[src/rtl/jdc_pkg.sv]
// Shared types, constants and helpers for the joystick dead zone and clamp block.
// No dependencies; used by jdc_divsqrt and joystick_deadzone_clamp_core.
package jdc_pkg;

    localparam int DEAD_EDGE    = 8;
    localparam int DEAD_SHIFT   = 6;
    localparam int FRAC_BITS    = 8;
    localparam int MAG_LIMIT    = 64;
    localparam int MAG_LIMIT_SQ = MAG_LIMIT * MAG_LIMIT;
    localparam int MAG_Q        = MAG_LIMIT << FRAC_BITS;
    localparam int DIV_STEPS    = 29;
    localparam int SQRT_STEPS   = 15;

    typedef struct packed {
        logic start;
        logic op_sqrt;
    } jdc_cmd_t;

    typedef struct packed {
        logic busy;
        logic done;
    } jdc_stat_t;

    // dead zone: |v| below DEAD_EDGE -> 0, otherwise |v| - DEAD_SHIFT
    function automatic logic [6:0] dz_mag(input logic [7:0] v);
        logic signed [8:0] s;
        logic signed [8:0] m;
        s = $signed({v[7], v});
        if (s <= 9'(-DEAD_EDGE))
        begin
            m = -s - 9'(DEAD_SHIFT);
        end
        else if (s >= 9'(DEAD_EDGE))
        begin
            m = s - 9'(DEAD_SHIFT);
        end
        else
        begin
            m = '0;
        end
        return m[6:0];
    endfunction

endpackage

[src/rtl/jdc_divsqrt.sv]
// Iterative restoring divider / integer square root on one shared subtract-compare.
// Depends on jdc_pkg (command and status structs, step counts).
module jdc_divsqrt (
    input  logic                clk,
    input  logic                rst_n,
    input  jdc_pkg::jdc_cmd_t   cmd,
    input  logic [28:0]         opnd_a,
    input  logic [14:0]         opnd_d,
    output jdc_pkg::jdc_stat_t  stat,
    output logic [28:0]         result
);

    logic        busy_reg, busy_next;
    logic        done_reg, done_next;
    logic        op_reg, op_next;
    logic [4:0]  cnt_reg, cnt_next;
    logic [17:0] rem_reg, rem_next;
    logic [29:0] rad_reg, rad_next;
    logic [28:0] acc_reg, acc_next;
    logic [14:0] div_reg, div_next;

    logic [17:0] step_a;
    logic [17:0] step_b;
    logic [17:0] step_diff;
    logic [17:0] step_sel;
    logic        step_ge;

    // shared subtract-compare
    always_comb
    begin
        step_a    = op_reg ? {rem_reg[15:0], rad_reg[29:28]} : {2'b00, rem_reg[15:0]};
        step_b    = op_reg ? {1'b0, acc_reg[14:0], 2'b01} : {3'b000, div_reg};
        step_ge   = (step_a >= step_b);
        step_diff = step_a - step_b;
        step_sel  = step_ge ? step_diff : step_a;
    end

    always_comb
    begin
        busy_next = busy_reg;
        done_next = 1'b0;
        op_next   = op_reg;
        cnt_next  = cnt_reg;
        rem_next  = rem_reg;
        rad_next  = rad_reg;
        acc_next  = acc_reg;
        div_next  = div_reg;
        if (cmd.start)
        begin
            busy_next = 1'b1;
            op_next   = cmd.op_sqrt;
            cnt_next  = cmd.op_sqrt ? 5'(jdc_pkg::SQRT_STEPS - 1) : 5'(jdc_pkg::DIV_STEPS - 1);
            rem_next  = cmd.op_sqrt ? '0 : opnd_a[17:0];
            rad_next  = {1'b0, opnd_a};
            acc_next  = '0;
            div_next  = opnd_d;
        end
        else if (busy_reg)
        begin
            acc_next = {acc_reg[27:0], step_ge};
            rem_next = op_reg ? step_sel : {step_sel[16:0], 1'b0};
            rad_next = {rad_reg[27:0], 2'b00};
            cnt_next = cnt_reg - 5'd1;
            if (cnt_reg == 5'd0)
            begin
                busy_next = 1'b0;
                done_next = 1'b1;
            end
        end
    end

    always_ff @(posedge clk or negedge rst_n)
    begin
        if (!rst_n)
        begin
            busy_reg <= 1'b0;
            done_reg <= 1'b0;
            op_reg   <= 1'b0;
            cnt_reg  <= '0;
        end
        else
        begin
            busy_reg <= busy_next;
            done_reg <= done_next;
            op_reg   <= op_next;
            cnt_reg  <= cnt_next;
        end
    end

    always_ff @(posedge clk)
    begin
        rem_reg <= rem_next;
        rad_reg <= rad_next;
        acc_reg <= acc_next;
        div_reg <= div_next;
    end

    assign stat.busy = busy_reg;
    assign stat.done = done_reg;
    assign result    = acc_reg;

`ifndef SYNTHESIS
    a_done_idle: assert property (@(posedge clk) disable iff (!rst_n)
        done_reg |-> !busy_reg)
        else $error("done while busy");
    a_start_idle: assert property (@(posedge clk) disable iff (!rst_n)
        cmd.start |-> !busy_reg)
        else $error("start while engine not free");
    a_fall_done: assert property (@(posedge clk) disable iff (!rst_n)
        $fell(busy_reg) |-> done_reg)
        else $error("engine stopped without done");
`endif

endmodule

[src/rtl/joystick_deadzone_clamp_core.sv]
// Joystick dead zone and radial clamp, top level. Depends on jdc_pkg, jdc_divsqrt.
// Within a magnitude of 64 one poll takes one 15-step root, beyond it two 29-step divides
// and two 15-step roots, all on the one subtract-compare unit in jdc_divsqrt. One poll at a
// time: the next beat waits until the sequencer is idle and the last result is loaded to
// the output; it may wait while a result sits at output under an output stall.
// Reset (rst_n, async low) clears the sequencer, output valid and the previous buttons.
module joystick_deadzone_clamp_core (
    input  logic               clk,
    input  logic               rst_n,
    input  logic               in_valid,
    output logic               in_stall,
    input  logic signed [7:0]  stick_x,
    input  logic signed [7:0]  stick_y,
    input  logic [15:0]        buttons,
    output logic               out_valid,
    input  logic               out_stall,
    output logic signed [7:0]  raw_x,
    output logic signed [7:0]  raw_y,
    output logic signed [15:0] eff_x,
    output logic signed [15:0] eff_y,
    output logic [14:0]        magnitude,
    output logic [15:0]        pressed,
    output logic [15:0]        held
);

    localparam logic [2:0] S_IDLE = 3'd0;
    localparam logic [2:0] S_SUM  = 3'd1;
    localparam logic [2:0] S_CHK  = 3'd2;
    localparam logic [2:0] S_MAG  = 3'd3;
    localparam logic [2:0] S_DX   = 3'd4;
    localparam logic [2:0] S_QX   = 3'd5;
    localparam logic [2:0] S_DY   = 3'd6;
    localparam logic [2:0] S_QY   = 3'd7;

    logic [2:0]  state_reg, state_next;
    logic        out_valid_reg, out_valid_next;
    logic        out_pend_reg, out_pend_next;
    logic [15:0] prev_reg;

    logic [7:0]  rx_reg, ry_reg;
    logic [15:0] btn_reg, prs_reg;
    logic [6:0]  ax_reg, ay_reg;
    logic        sx_reg, sy_reg;
    logic [13:0] sqx_reg, sqy_reg;
    logic [14:0] sum_reg;
    logic [14:0] mx_reg, my_reg, mag_reg;

    logic [7:0]  o_rx_reg, o_ry_reg;
    logic [15:0] o_ex_reg, o_ey_reg;
    logic [14:0] o_mag_reg;
    logic [15:0] o_prs_reg, o_btn_reg;

    jdc_pkg::jdc_cmd_t  eng_cmd;
    jdc_pkg::jdc_stat_t eng_stat;
    logic [28:0]        eng_a;
    logic [28:0]        eng_res;

    logic in_acc;
    logic over;
    logic out_load;

    assign in_stall = (state_reg != S_IDLE) || out_pend_reg;
    assign in_acc   = in_valid && !in_stall;
    assign over     = (sum_reg > 15'(jdc_pkg::MAG_LIMIT_SQ));
    assign out_load = out_pend_reg && (!out_valid_reg || !out_stall);

    always_comb
    begin
        eng_cmd.start   = 1'b0;
        eng_cmd.op_sqrt = 1'b0;
        eng_a           = '0;
        state_next      = state_reg;
        out_pend_next   = out_pend_reg && !out_load;
        unique case (state_reg)
            S_IDLE:
            begin
                if (in_acc)
                begin
                    state_next = S_SUM;
                end
            end
            S_SUM:
            begin
                state_next = S_CHK;
            end
            S_CHK:
            begin
                eng_cmd.start   = 1'b1;
                eng_cmd.op_sqrt = !over;
                eng_a           = over ? {15'd0, sqx_reg} : {sum_reg[12:0], 16'd0};
                state_next      = over ? S_DX : S_MAG;
            end
            S_MAG:
            begin
                if (eng_stat.done)
                begin
                    out_pend_next = 1'b1;
                    state_next    = S_IDLE;
                end
            end
            S_DX:
            begin
                if (eng_stat.done)
                begin
                    eng_cmd.start   = 1'b1;
                    eng_cmd.op_sqrt = 1'b1;
                    eng_a           = eng_res;
                    state_next      = S_QX;
                end
            end
            S_QX:
            begin
                if (eng_stat.done)
                begin
                    eng_cmd.start = 1'b1;
                    eng_a         = {15'd0, sqy_reg};
                    state_next    = S_DY;
                end
            end
            S_DY:
            begin
                if (eng_stat.done)
                begin
                    eng_cmd.start   = 1'b1;
                    eng_cmd.op_sqrt = 1'b1;
                    eng_a           = eng_res;
                    state_next      = S_QY;
                end
            end
            S_QY:
            begin
                if (eng_stat.done)
                begin
                    out_pend_next = 1'b1;
                    state_next    = S_IDLE;
                end
            end
            default:
            begin
                state_next = S_IDLE;
            end
        endcase
    end

    always_comb
    begin
        out_valid_next = out_valid_reg;
        if (out_load)
        begin
            out_valid_next = 1'b1;
        end
        else if (!out_stall)
        begin
            out_valid_next = 1'b0;
        end
    end

    jdc_divsqrt u_divsqrt (
        .clk    (clk),
        .rst_n  (rst_n),
        .cmd    (eng_cmd),
        .opnd_a (eng_a),
        .opnd_d (sum_reg),
        .stat   (eng_stat),
        .result (eng_res)
    );

    always_ff @(posedge clk or negedge rst_n)
    begin
        if (!rst_n)
        begin
            state_reg     <= S_IDLE;
            out_valid_reg <= 1'b0;
            out_pend_reg  <= 1'b0;
            prev_reg      <= '0;
        end
        else
        begin
            state_reg     <= state_next;
            out_valid_reg <= out_valid_next;
            out_pend_reg  <= out_pend_next;
            if (in_acc)
            begin
                prev_reg <= buttons;
            end
        end
    end

    always_ff @(posedge clk)
    begin
        if (in_acc)
        begin
            rx_reg  <= stick_x;
            ry_reg  <= stick_y;
            btn_reg <= buttons;
            prs_reg <= buttons & (buttons ^ prev_reg);
            ax_reg  <= jdc_pkg::dz_mag(stick_x);
            ay_reg  <= jdc_pkg::dz_mag(stick_y);
            sx_reg  <= stick_x[7];
            sy_reg  <= stick_y[7];
        end
        if (state_reg == S_SUM)
        begin
            sqx_reg <= 14'(ax_reg) * 14'(ax_reg);
            sqy_reg <= 14'(ay_reg) * 14'(ay_reg);
            sum_reg <= 15'(ax_reg) * 15'(ax_reg) + 15'(ay_reg) * 15'(ay_reg);
        end
        if (state_reg == S_CHK && !over)
        begin
            mx_reg <= {ax_reg, 8'd0};
            my_reg <= {ay_reg, 8'd0};
        end
        if (state_reg == S_MAG && eng_stat.done)
        begin
            mag_reg <= eng_res[14:0];
        end
        if (state_reg == S_QX && eng_stat.done)
        begin
            mx_reg <= eng_res[14:0];
        end
        if (state_reg == S_QY && eng_stat.done)
        begin
            my_reg  <= eng_res[14:0];
            mag_reg <= 15'(jdc_pkg::MAG_Q);
        end
        if (out_load)
        begin
            o_rx_reg  <= rx_reg;
            o_ry_reg  <= ry_reg;
            o_ex_reg  <= sx_reg ? -{1'b0, mx_reg} : {1'b0, mx_reg};
            o_ey_reg  <= sy_reg ? -{1'b0, my_reg} : {1'b0, my_reg};
            o_mag_reg <= mag_reg;
            o_prs_reg <= prs_reg;
            o_btn_reg <= btn_reg;
        end
    end

    assign out_valid = out_valid_reg;
    assign raw_x     = o_rx_reg;
    assign raw_y     = o_ry_reg;
    assign eff_x     = o_ex_reg;
    assign eff_y     = o_ey_reg;
    assign magnitude = o_mag_reg;
    assign pressed   = o_prs_reg;
    assign held      = o_btn_reg;

`ifndef SYNTHESIS
    a_mag_limit: assert property (@(posedge clk) disable iff (!rst_n)
        out_valid |-> magnitude <= 15'(jdc_pkg::MAG_Q))
        else $error("magnitude beyond limit");
    a_dead_x: assert property (@(posedge clk) disable iff (!rst_n)
        out_valid && raw_x >= -8'sd7 && raw_x <= 8'sd7 |-> eff_x == 16'sd0)
        else $error("dead zone x not zero");
    a_busy_after_accept: assert property (@(posedge clk) disable iff (!rst_n)
        in_valid && !in_stall |=> in_stall)
        else $error("beat taken while previous poll in flight");
`endif

endmodule

[config.mk]
export PLATFORM = sky130hd
export DESIGN_NAME = joystick_deadzone_clamp_core
export DESIGN_NICKNAME = d
export VERILOG_FILES = /design/src/rtl/jdc_pkg.sv /design/src/rtl/jdc_divsqrt.sv /design/src/rtl/joystick_deadzone_clamp_core.sv
export SDC_FILE = /design/constraint.sdc
export NUM_CORES = 1
export LEC_CHECK = 0
export BUFFER_PORTS_ARGS = -buffer_cell sky130_fd_sc_hd__buf_2
export CAP_MARGIN = 25
export CORE_MARGIN = 4
export CORE_UTILIZATION = 30
export CTS_CLUSTER_SIZE = 14
export DETAILED_ROUTE_END_ITERATION = 10
export PLACE_DENSITY = 0.51
export SYNTH_ARGS = -nofsm -noshare
export SYNTH_HDL_FRONTEND = slang
export SYNTH_SLANG_ARGS = --single-unit
[constraint.sdc]
create_clock -name clk -period 14.71 [get_ports clk]
set_input_delay 0.7355 -clock clk [delete_from_list [all_inputs] [get_ports clk]]
set_output_delay 0.7355 -clock clk [all_outputs]
set_load 0.02 [all_outputs]
# [After elaboration in Yosys (flattened, before gate mapping)]
# Cells that the tools add are included.
# Widths: inputs -> output; s select.
[classes] bitwise_logic=2 mul=4 reduce_logical=23 addsub=11 mux=47 eq_ne=13 order_cmp=6
[op_table] cell="$mux 29" n=4
[op_table] cell="$mux 15" n=6
[op_table] cell="$pmux 29 s3" n=1
[op_table] cell="$mux 16" n=5
[op_table] cell="$mul 7x7->14" n=4
[op_table] cell="$neg 15->16" n=2
[op_table] cell="$mux 7" n=4
[op_table] cell="$sub 7x4->7 const B" n=4
[op_table] cell="$pmux 3 s7" n=1
[op_table] cell="$ge 18x17->1" n=1
[op_table] cell="$mux 18" n=1
[op_table] cell="$mux 3" n=6
[op_table] cell="$mux 17" n=1
[op_table] cell="$and 16x16->16" n=1
[op_table] cell="$ge 8x5->1 const B" n=2
[op_table] cell="$le 8x4->1 const B" n=2
[op_table] cell="$sub 16x16->16" n=1
[op_table] cell="$xor 16x16->16" n=1
[op_table] cell="$add 14x14->15" n=1
[op_table] cell="$gt 15x13->1 const B" n=1
[op_table] cell="$mux 5" n=3
[op_table] cell="$mux 14" n=1
[op_table] cell="$neg 7->7" n=2
[op_table] cell="$eq 3x3->1 const B" n=4
[op_table] cell="18 further kinds" n=47
[totals] register_bits=366 out_inout_bits=97 input_bits=36 wordCells=142

# [Longest topological paths before layout]
# Gate-level depths: netlist of the first run.
[logic_depth] depth_word=7 depth_mapped=21

# [Cells and area by module]
# Synthesis of the first run repeated with hierarchy kept, for this count alone.
[hier_totals] hier_cells=1691 hier_area_um2=20161.8
[modules_own_cells] mod="joystick_deadzone_clamp_core" n_inst=1 cells_per_inst=1226 area_each_um2=14828.0
[modules_own_cells] mod="jdc_divsqrt" n_inst=1 cells_per_inst=465 area_each_um2=5333.9

# [Least setup slack after synthesis of the first run]
# Ideal clock, no wire load.
[synth_path] path_type="input port to flip-flop" startpoint="input port out_stall" endpoint="register o_ex_reg[0] (netlist: eff_x[0]), enable pin" slack_ns=6.393 setup_time_ns=0.693 path_buffers=0 t_arrival_ns=7.625 required_time_ns=14.017 cell_stages=1 cell_sequence="a21boi_0"
[synth_via] elab_chain_len=3
[synth_rtl] item="start, declared" line="joystick_deadzone_clamp_core.sv:16" text="input logic out_stall,"
[synth_rtl] item="$logic_not 1->1"
[synth_rtl] item="$logic_or 1x1->1" line="joystick_deadzone_clamp_core.sv:65" text="assign out_load = out_pend_reg && (!out_valid_reg || !out_stall);"
[synth_rtl] item="$logic_and 1x1->1" line="joystick_deadzone_clamp_core.sv:65"
[synth_rtl] item="end signal, assigned" line="joystick_deadzone_clamp_core.sv:230" text="o_ex_reg <= sx_reg ? -{1'b0, mx_reg} : {1'b0, mx_reg};"
[synth_rtl] item="end, declared" line="joystick_deadzone_clamp_core.sv:49" text="logic [15:0] o_ex_reg, o_ey_reg;"
# Every way passes these cells.
# A chain may end at the register's enable or synchronous reset.

# [Worst setup path in the final report of the first run]
[layout_path] startpoint="register ax_reg[4]" endpoint="register sum_reg[13], data pin"
[layout_via] elab_chain_len=2
[layout_rtl] item="start, declared" line="joystick_deadzone_clamp_core.sv:42" text="logic [6:0] ax_reg, ay_reg;"
[layout_rtl] item="start signal, assigned" line="joystick_deadzone_clamp_core.sv:197" text="ax_reg <= jdc_pkg::dz_mag(stick_x);"
[layout_rtl] item="$mul 7x7->14" line="joystick_deadzone_clamp_core.sv:206" text="sum_reg <= 15'(ax_reg) * 15'(ax_reg) + 15'(ay_reg) * 15'(ay_reg);"
[layout_rtl] item="$add 14x14->15" line="joystick_deadzone_clamp_core.sv:206"
[layout_rtl] item="end signal, assigned" line="joystick_deadzone_clamp_core.sv:206"
[layout_rtl] item="end, declared" line="joystick_deadzone_clamp_core.sv:45" text="logic [14:0] sum_reg;"
# Every way passes these cells.

==> flow_metrics.py, run 1 <==
metrics = {
    "yosys": {
        "synth_area_mm2": 0.0196,
        "syn_avg_cell_area_um2": 12.0,
        "synth.distinct_cells": 76,
        "synth_fp_nets": 1866,
        "syn_inst": 1632,
        "ys_warn_count": 0,
        "synth_edf_count": 288,
        "netlist.area_leader.share": 0.441,
        "async_reset_ff_frac": 0.0801,
        "synth_common_cells": "288 x edfxtp_1, 179 x nand2_1, 159 x inv_1",
        "synthFlopType": "edfxtp_1",
        "yosys-top-cells-area": "edfxtp_1 44%, ha_1 7.8%, fa_1 7.6%",
        "yosysTopAreaCell": "edfxtp_1",
        "synth_most_common_cell": "edfxtp_1",
        "seq_area_frac_synth": 0.523,
        "synth-seq-cells": 362,
    },
    "pwr": {
        "seqPwrFrac": 0.316,
        "p_sw_uw": 2020,
        "ir_drop_mv": 0.156,
        "p_leak_uw": 0.00950,
        "intPower_uw": 3130,
        "power_frac_clock": 0.194,
        "swShare": 0.392,
        "combPwrFrac": 0.489,
        "powerDensity_mw_per_mm2": 228,
    },
    "clock_tree": {
        "clock-root-buffer": "clkbuf_16",
        "cts-buffers-inserted": 40,
        "postCtsSetupRepairBufs": 0,
        "cts_tree": "yes",
        "clk_latency_ns": 0.58,
        "cts.clk_slew.worst_paths_ns": 0.07,
        "htree_num_levels": 2,
        "cts.path.max_buffers": 3,
        "numClockSinks": 362,
        "cts_resized": 0,
        "hold_buffers": 0,
    },
    "floorplanning": {
        "initial_core_util": 0.304,
        "die_area_mm2": 0.0696,
        "die_w_um": 264,
        "pin_count": 133,
        "num_rows": 93,
        "core-area_mm2": 0.0646,
        "fp.dieH_um": 264,
    },
    "hold_path": {
        "hold_class": "input port to asynchronous set/reset pin",
    },
    "finish": {
        "multi_input_area_mm2": 0.00855,
        "drive_gt1_frac": 0.145,
        "area_growth_syn_to_layout_pct": 15.0,
        "fillers": 6380,
        "nets": 1999,
        "largest_register_ffs": 30,
        "final-seq-area_mm2": 0.0103,
        "antenna-diode-count": 0,
    },
    "global_route": {
        "gr-total-overflow": 0,
        "grt_pass1_wl_um": 75000,
        "groute.usage.overall": 0.135,
        "grt_pass1_vias": 12800,
        "grt_max_degree": 58,
        "antenna_found_initial": 1,
    },
    "timing": {
        "slew_violations": 0,
        "clock_skew_ns": 0.0303,
        "relSlewSlack": 0.379,
        "tightest_slew_ns": 0.931,
        "max_freq_mhz": 164,
        "hold_viol": 0,
        "grt_setup_unrepaired": "false",
        "whs_ns": 0.213,
        "final.setup.tns_ns": 0,
        "setup_viol": 0,
        "period_minus_slack_ns": 6.09,
        "final.setup.worst_slack_ns": 8.62,
        "fin_crit_sh": 0.414,
    },
    "placement": {
        "post-place-ws_ns": 8.58,
        "hpwl_um": 35000,
        "numPortBuffers": 132,
        "place_congestion": 0.880,
    },
    "worst_setup_path": {
        "cp_max_fo": 10,
        "crit_required_ns": 15.04,
        "r2r_start": "ax_reg[4]$_DFFE_PP_",
        "reg2reg_depth": 18,
        "path_delay_family": "adder cells",
        "worstSetupPathType": "register to register",
        "cp-start-kind": "register",
        "end_kind": "register",
        "r2r-end": "sum_reg[13]$_DFFE_PP_",
        "slowest_delay_ns": 0.54,
        "rrSetupSlack_ns": 8.62,
        "path_common_cell": "fa_1",
        "critPathArrivalTime_ns": 6.43,
        "cp_num_buf_inv": 4,
        "timing.critical_path.cells": "and2_1 -> inv_1 -> fa_1 -> fa_1 -> inv_1 -> fa_1 -> fa_1 -> inv_1 -> fa_1 -> fa_1 -> inv_1 -> ha_1 -> a21oi_1 -> nor2b_1 -> o41ai_1 -> o21ai_0 -> o41a_1 -> xnor2_1",
        "crit_path_top_delay_cell": "edfxtp_1",
    },
    "route": {
        "drt_wl_total_um": 47700,
        "num_vias": 12700,
        "ant_nets": 0,
        "drc": 0,
        "drt_iter0_drc": 1015,
        "drt_pass1_iterations": 6,
        "wl_per_cell_um": 18.0,
        "via_per_inst": 4.79,
    },
    "run": {
        "max_cap_violations": 0,
    },
    "status": {
        "status": "complete, no violations",
    },
}
-- cell usage in the layout, fill, tap and decap left out, types with 19 or more instances in the layout --
master	n
a21oi_1	51
a222oi_1	26
and2_1	39
buf_2	132
clkbuf_16	40
dfrtp_1	28
dfxtp_1	45
edfxtp_1	288
fa_1	75
ha_1	123
inv_1	159
mux2_2	25
mux2i_1	50
nand2_1	179
nor2_1	91
nor2b_1	29
nor3_1	19
o21ai_0	56
xnor2_1	57
xor2_1	27
-- area by class of cell --
type / instances / share of cell area
multi-input combinational: 1054 / 0.378
timing repair buffer: 146 / 0.0348
clock inverter: 24 / 0.0111
inverter: 161 / 0.0268
sequential: 362 / 0.455
clock buffer: 50 / 0.0464
tap: 855 / 0.0474
-- worst max-delay path by stage --
stage / startpoint / to / depth (start not counted)
after floorplan: out_stall / eff_x[0]$_DFFE_PP_ / 1
after global placement: ax_reg[4]$_DFFE_PP_ / sum_reg[13]$_DFFE_PP_ / 18
after detailed placement: ax_reg[4]$_DFFE_PP_ / sum_reg[13]$_DFFE_PP_ / 18
after CTS: ax_reg[4]$_DFFE_PP_ / sum_reg[13]$_DFFE_PP_ / 18
after global routing: ax_reg[4]$_DFFE_PP_ / sum_reg[14]$_DFFE_PP_ / 19
final: ax_reg[4]$_DFFE_PP_ / sum_reg[13]$_DFFE_PP_ / 18
-- worst register-to-register path, stage by stage (launching register included) --
cell,delay [ns]
edfxtp_1,0.54
and2_1,0.25
inv_1,0.19
fa_1,0.47
fa_1,0.51
inv_1,0.06
fa_1,0.47
fa_1,0.49
inv_1,0.05
fa_1,0.50
fa_1,0.52
inv_1,0.04
ha_1,0.32
a21oi_1,0.22
nor2b_1,0.10
o41ai_1,0.42
o21ai_0,0.23
o41a_1,0.36
xnor2_1,0.13
-- power by group through the flow --
stage / sequential, uW / clock (uW) / combinational [uW]
6_report: 1630 / 1000 / 2520
5_1_grt: 1650 / 1080 / 2840
4_1_cts: 1640 / 1040 / 2520
3_5_place_dp: 1660 / 0 / 2500
3_3_place_gp: 1650 / 0 / 2480
2_1_floorplan: 1530 / 0 / 2050
-- cells by family after synthesis --
logic type / after synthesis / synth area share
simple gates: 442 / 0.106
flops: 362 / 0.523
compound gates: 250 / 0.0905
buf+inv: 216 / 0.0430
fa+ha+maj: 198 / 0.155
xor+xnor: 84 / 0.0375
mux: 80 / 0.0448
-- metrics by stage --
stage / utilization / instances / instance area [um2] / total power [uW]
6_report: 0.350 / 2652 / 22600 / 5140
5_1_grt: 0.350 / 2652 / 22600 / 5570
4_1_cts: 0.349 / 2650 / 22500 / 5200
3_5_place_dp: 0.329 / 2576 / 21200 / 4160
3_3_place_gp: 0.329 / 2576 / 21200 / 4140
2_1_floorplan: - / 1632 / 19600 / 3590
-- per-layer routing --
layer,vias up,GRT usage,share of wire
li1,6077,-,-
met4,0,0.0350,0.022
met2,299,0.222,0.48
met5,-,0,0
met3,67,0.0240,0.047
met1,6258,0.185,0.46
Note: power is estimated with default switching activity, not from simulation.
==> run 2, diff against run 1 <==
--- a/config.mk
+++ b/config.mk
@@ -5,6 +5,7 @@
 export SDC_FILE = /design/constraint.sdc
 export NUM_CORES = 1
 export LEC_CHECK = 0
+export ABC_AREA = 1
 export BUFFER_PORTS_ARGS = -buffer_cell sky130_fd_sc_hd__buf_2
 export CAP_MARGIN = 25
 export CORE_MARGIN = 4
==> constraint.sdc (replaced) <==
create_clock -name clk -period 6.3 [get_ports clk]
set_input_delay 0.315 -clock clk [delete_from_list [all_inputs] [get_ports clk]]
set_output_delay 0.315 -clock clk [all_outputs]
set_load 0.02 [all_outputs]
==> run 2 against run 1 <==
Compared with the run above: non-clock buffer count rose by 18; critical path depth rose by 2; count of clock-buffer cells in the layout rose by 5; hold slack got worse by 0.18 ns; clock power rose by 140%; clock skew fell by 0.0042 ns; sequential power rose by 110%; core utilization rose by 0.17 points; combinational power rose by 95%; sequential share of layout area fell by 1.1 points; global-route usage rose by 0.84 points; largest power group unchanged.
==> flow_metrics.py, run 2 <==
metrics = {
    "timing": {
        "setup_viol": 0,
        "tightest_slew_ns": 0.989,
        "period_minus_slack_ns": 5.67,
        "clock_skew_ns": 0.0262,
        "hold_viol": 0,
        "final.setup.tns_ns": 0,
        "whs_ns": 0.0366,
        "slew_violations": 0,
        "final.setup.worst_slack_ns": 0.634,
        "fin_crit_sh": 0.899,
        "max_freq_mhz": 176,
        "grt_setup_unrepaired": "false",
        "relSlewSlack": 0.340,
    },
    "finish": {
        "area_growth_syn_to_layout_pct": 15.9,
        "final-seq-area_mm2": 0.0103,
        "nets": 2364,
        "mostFrequentLayoutCells": "418 x nand2_1, 331 x inv_1, 288 x edfxtp_1, 132 x buf_2, 123 x ha_1",
        "drive_gt1_frac": 0.110,
        "antenna-diode-count": 0,
        "final_common_cell": "nand2_1",
        "largest_register_ffs": 30,
        "fillers": 6669,
        "multi_input_area_mm2": 0.00816,
        "final_core_util": 0.351,
    },
    "global_route": {
        "antenna_found_initial": 0,
        "grt_pass1_vias": 14100,
        "grt_pass1_wl_um": 79700,
        "gr-total-overflow": 0,
        "grt_max_degree": 75,
        "groute.usage.overall": 0.143,
    },
    "clock_tree": {
        "cts.path.max_buffers": 3,
        "cts.clk_slew.worst_paths_ns": 0.06,
        "htree_num_levels": 2,
        "cts-buffers-inserted": 41,
        "clk_latency_ns": 0.58,
        "postCtsSetupRepairBufs": 0,
        "clock-root-buffer": "clkbuf_16",
        "numClockSinks": 362,
        "cts_tree": "yes",
    },
    "yosys": {
        "synthFlopType": "edfxtp_1",
        "synth-seq-cells": 362,
        "synth_most_common_cell": "nand2_1",
        "syn_avg_cell_area_um2": 10.1,
        "syn_inst": 1980,
        "yosysTopAreaCell": "edfxtp_1",
        "seq_area_frac_synth": 0.515,
        "synth_common_cells": "418 x nand2_1, 332 x inv_1, 288 x edfxtp_1",
        "synth.distinct_cells": 50,
        "synth_area_mm2": 0.0200,
        "synth_fp_nets": 2214,
        "synth_edf_count": 288,
        "async_reset_ff_frac": 0.0801,
        "ys_warn_count": 0,
        "netlist.area_leader.share": 0.433,
        "yosys-top-cells-area": "edfxtp_1 43%, nand2_1 7.9%, ha_1 7.7%",
    },
    "pwr": {
        "p_leak_uw": 0.0104,
        "fin_total_pwr_uw": 10800,
        "ir_drop_mv": 0.227,
        "powerDensity_mw_per_mm2": 467,
    },
    "worst_setup_path": {
        "end_kind": "register",
        "cp_max_fo": 11,
        "crit_start": "ax_reg[0]$_DFFE_PP_",
        "worstSetupPathType": "register to register",
        "r2r_start": "ax_reg[0]$_DFFE_PP_",
        "crit_required_ns": 6.61,
        "critPathArrivalTime_ns": 5.98,
        "cp-start-kind": "register",
    },
    "route": {
        "ant_nets": 0,
        "num_vias": 14000,
        "drt_wl_total_um": 50600,
        "drt_iter0_drc": 1045,
        "drt_pass1_iterations": 7,
        "drc": 0,
        "wl_per_cell_um": 16.7,
        "via_per_inst": 4.62,
    },
    "placement": {
        "numPortBuffers": 132,
        "place_congestion": 0.874,
        "hpwl_um": 38600,
        "post-place-ws_ns": 0.585,
    },
    "floorplanning": {
        "num_rows": 94,
        "core-area_mm2": 0.0659,
        "die_area_mm2": 0.0707,
        "fp.dieH_um": 266,
        "die_w_um": 266,
        "initial_core_util": 0.303,
        "pin_count": 133,
    },
    "hold_path": {
        "hp-start": "stick_x[5]",
        "hold_class": "input port to register",
    },
    "status": {
        "status": "complete, no violations",
    },
    "run": {
        "max_cap_violations": 0,
    },
}
run 2: changes by cell type after synthesis, sizes merged, moves of 19 or more:
| cell | change |
|---|---|
| xor2 | +27 |
| nand3 | +95 |
| o22ai | +29 |
| xnor2 | -29 |
| nand2 | +242 |
| o21ai | +53 |
| nor2b | -30 |
| mux2i | -49 |
| a222oi | -26 |
| mux2 | -27 |
| nor2 | +22 |
| inv | +177 |
| and2 | -41 |
| nand4 | +19 |
run 2: critical path: stages, from the launching register on:
cell      delay, ns
edfxtp_1       0.58
nand2_1        0.25
fa_1           0.56
inv_1          0.05
fa_1           0.46
fa_1           0.49
inv_1          0.06
fa_1           0.53
inv_1          0.06
fa_1           0.52
inv_1          0.05
fa_1           0.50
inv_1          0.05
ha_1           0.20
a21o_1         0.19
a21boi_0       0.15
nand2_1        0.11
a21boi_0       0.34
o21ai_0        0.13
nand2_1        0.08
nand2_1        0.05
run 2: path summary, 6_finish.rpt:
check                      slack, ns  cells past startpoint                 endpoint
max                             0.63                     20    sum_reg[14]$_DFFE_PP_
min                             0.04                      1      rx_reg[5]$_DFFE_PP_
max reg2reg                     0.63                     20    sum_reg[14]$_DFFE_PP_
min reg2reg                     0.41                      0     pressed[7]$_DFFE_PP_
max in group asynchronous       5.41                      2  prev_reg[9]$_DFFE_PN0P_
min in group asynchronous       0.38                      2  prev_reg[1]$_DFFE_PN0P_
run 2: metrics by stage:
stage / instance area (um2) / cells
after floorplan: 20000 / 1980
after global placement: 21500 / 2925
after detailed placement: 21500 / 2926
after CTS: 23100 / 3027
after global routing: 23100 / 3027
final: 23100 / 3027
run 2: cell families (layout without fill, tap and decap cells):
logic type,count (synthesis),count (layout),synth area share
compound gates,244,244,0.0706
xor+xnor,82,82,0.0360
fa+ha+maj,198,198,0.152
buf+inv,394,577,0.0777
flops,362,362,0.515
mux,1,1,0.000501
simple gates,699,699,0.148
run 2: layout make-up:
cell class / instances / share of cell area
Timing Repair Buffer: 164 / 0.0425
Tap cell: 864 / 0.0467
Clock inverter: 21 / 0.00860
Inverter: 337 / 0.0548
Clock buffer: 55 / 0.0506
Sequential cell: 362 / 0.444
Multi-Input combinational cell: 1224 / 0.353
run 2: repair_timing:
action	4_1_cts	5_1_grt
hold buffers	25	0
hold endpoints to repair	53	0
gates resized for setup	0	0
run 2: where the power goes:
group	leakage, uW	switching (uW)	total [uW]	internal [uW]
combinational	0.00639	3220	4910	1680
clock	0.000664	1000	2410	1400
sequential	0.00339	223	3500	3270
run 2: metal layers:
metal  part of all wire  vias up  track usage  routed length, um
met3              0.048       68       0.0218               2410
met2               0.49      283        0.240              24500
met5                  0        -            0                  0
met1               0.44     6774        0.193              22200
li1                   -     6852            -                  -
met4              0.028        0       0.0423               1390
==> run 3, diff against run 2 <==
--- a/config.mk
+++ b/config.mk
@@ -12,7 +12,6 @@
 export CORE_UTILIZATION = 30
 export CTS_CLUSTER_SIZE = 14
 export DETAILED_ROUTE_END_ITERATION = 10
-export PLACE_DENSITY = 0.51
 export SYNTH_ARGS = -nofsm -noshare
 export SYNTH_HDL_FRONTEND = slang
 export SYNTH_SLANG_ARGS = --single-unit
==> run 3 against run 2 <==
Compared with the run above: combinational power is 0.8% lower; flip-flop and latch count stayed put; hold slack worse by 0.0034 ns; fmax is 0.54% lower; sequential power hardly changed; non-clock buffer count is 1 lower; cell count is 0.17% lower; count of clock-buffer cells in the layout is 3 lower; critical path type unchanged; critical endpoint unchanged.
==> flow_metrics.py, run 3 (synthesis gave the netlist of run 2 again) <==
metrics = {
    "timing": {
        "tightest_slew_ns": 0.921,
        "setup_viol": 0,
        "final.setup.tns_ns": 0,
        "hold_viol": 0,
        "whs_ns": 0.0332,
        "fin_crit_sh": 0.904,
        "max_freq_mhz": 176,
        "relSlewSlack": 0.386,
        "grt_setup_unrepaired": "false",
        "clock_skew_ns": 0.0210,
        "period_minus_slack_ns": 5.70,
        "slew_violations": 0,
    },
    "floorplanning": {
        "num_rows": 94,
        "pin_count": 133,
        "die_area_mm2": 0.0707,
        "fp.dieH_um": 266,
        "core-area_mm2": 0.0659,
        "initial_core_util": 0.303,
        "die_w_um": 266,
    },
    "clock_tree": {
        "clock-root-buffer": "clkbuf_16",
        "cts.path.max_buffers": 3,
        "cts.clk_slew.worst_paths_ns": 0.06,
        "numClockSinks": 362,
        "clk_latency_ns": 0.56,
        "cts_tree": "yes",
        "htree_num_levels": 2,
        "cts-buffers-inserted": 39,
    },
    "placement": {
        "hpwl_um": 37100,
        "place_congestion": 0.899,
        "dp_cells": 2926,
        "numPortBuffers": 132,
    },
    "global_route": {
        "grt_max_degree": 72,
        "grt_pass1_wl_um": 78000,
        "antenna_found_initial": 0,
        "grt_pass1_vias": 14300,
        "groute.usage.overall": 0.137,
        "gr-total-overflow": 0,
    },
    "route": {
        "drt_iter0_drc": 1092,
        "drt_pass1_iterations": 7,
        "wl_per_cell_um": 16.0,
        "drc": 0,
        "ant_nets": 0,
        "via_per_inst": 4.67,
        "drt_wl_total_um": 48500,
        "num_vias": 14100,
    },
    "pwr": {
        "ir_drop_mv": 0.216,
        "powerDensity_mw_per_mm2": 463,
        "p_leak_uw": 0.0104,
    },
    "finish": {
        "largest_register_ffs": 30,
        "drive_gt1_frac": 0.108,
        "antenna-diode-count": 0,
        "nets": 2361,
        "stdcell_count": 3022,
        "mostFrequentLayoutCells": "418 x nand2_1, 331 x inv_1, 288 x edfxtp_1, 132 x buf_2, 123 x ha_1",
        "final_common_cell": "nand2_1",
        "fillers": 6594,
        "area_growth_syn_to_layout_pct": 15.5,
    },
    "worst_setup_path": {
        "cp_num_buf_inv": 5,
        "slowest_delay_ns": 0.60,
        "crit_path_top_delay_cell": "edfxtp_1",
        "timing.critical_path.cells": "nand2_1 -> fa_1 -> inv_1 -> fa_1 -> fa_1 -> inv_1 -> fa_1 -> inv_1 -> fa_1 -> inv_1 -> fa_1 -> inv_1 -> ha_1 -> a21o_1 -> a21boi_0 -> nand2_1 -> a21boi_0 -> o21ai_0 -> nand2_1 -> nand2_1",
        "path_common_cell": "fa_1",
        "cp_max_fo": 11,
        "cp-start-kind": "register",
        "r2r_start": "ax_reg[0]$_DFFE_PP_",
        "crit_required_ns": 6.61,
        "end_kind": "register",
        "path_delay_family": "adder cells",
        "worstSetupPathType": "register to register",
        "critPathArrivalTime_ns": 6.01,
        "crit_start": "ax_reg[0]$_DFFE_PP_",
    },
    "status": {
        "status": "complete, no violations",
    },
    "run": {
        "max_cap_violations": 0,
    },
    "hold_path": {
        "hp-start": "stick_x[5]",
        "hold_class": "input port to register",
    },
}
==> run 3: cell types whose count changed in the layout (fill, tap and decap cells not counted), sizes merged <==
cell         change
clkinv           -2
dlygate4sd3      -2
clkinvlp         -3
inv              +3
clkbuf           -3
buf              +1
bufinv           +1
==> run 3: through the flow <==
stage / setup slack (ns) / power [uW] / utilization / instance area [um2]
2_1_floorplan: 0.707 / 7100 / - / 20000
3_3_place_gp: 0.637 / 8270 / 0.326 / 21500
3_5_place_dp: 0.590 / 8370 / 0.327 / 21500
4_1_cts: 0.580 / 10700 / 0.350 / 23000
5_1_grt: 0.108 / 11600 / 0.350 / 23100
6_report: 0.603 / 10700 / 0.350 / 23100
==> run 3: worst paths after layout <==
check,endpoint,slack [ns],cells past startpoint
worst min-delay path,rx_reg[5]$_DFFE_PP_,0.03,1
worst min register to register,raw_x[6]$_DFFE_PP_,0.41,0
worst max-delay path,sum_reg[14]$_DFFE_PP_,0.60,20
min in group asynchronous,prev_reg[2]$_DFFE_PN0P_,0.39,2
max in group asynchronous,u_divsqrt.cnt_reg[2]$_DFFE_PN0P_,5.40,2
worst max register to register,sum_reg[14]$_DFFE_PP_,0.60,20
==> run 3: final cells by class <==
cell class | instances | area (um2) | share of cell area
Inverter | 337 | 1270 | 0.0549
Tap cell | 864 | 1080 | 0.0469
Clock inverter | 20 | 228 | 0.00987
Multi-Input combinational cell | 1224 | 8160 | 0.354
Timing Repair Buffer | 163 | 991 | 0.0430
Sequential cell | 362 | 10300 | 0.445
Clock buffer | 52 | 1060 | 0.0462
==> run 3: power breakdown <==
part | switching [uW] | total [uW] | leakage, uW | internal, uW
sequential | 242 | 3520 | 0.00339 | 3270
combinational | 3180 | 4870 | 0.00639 | 1690
clock | 972 | 2300 | 0.000628 | 1330
==> run 3: what timing repair did <==
item,4_1_cts,5_1_grt
endpoints found under the hold margin,51,0
setup buffers,0,0
gates resized for setup,0,0
hold buffers,23,0
==> run 3: metal layers <==
| layer | global-route usage | part of all wire |
|---|---|---|
| met1 | 0.186 | 0.45 |
| met2 | 0.226 | 0.47 |
| met3 | 0.0217 | 0.052 |
| met4 | 0.0402 | 0.026 |
| met5 | 0 | 0 |
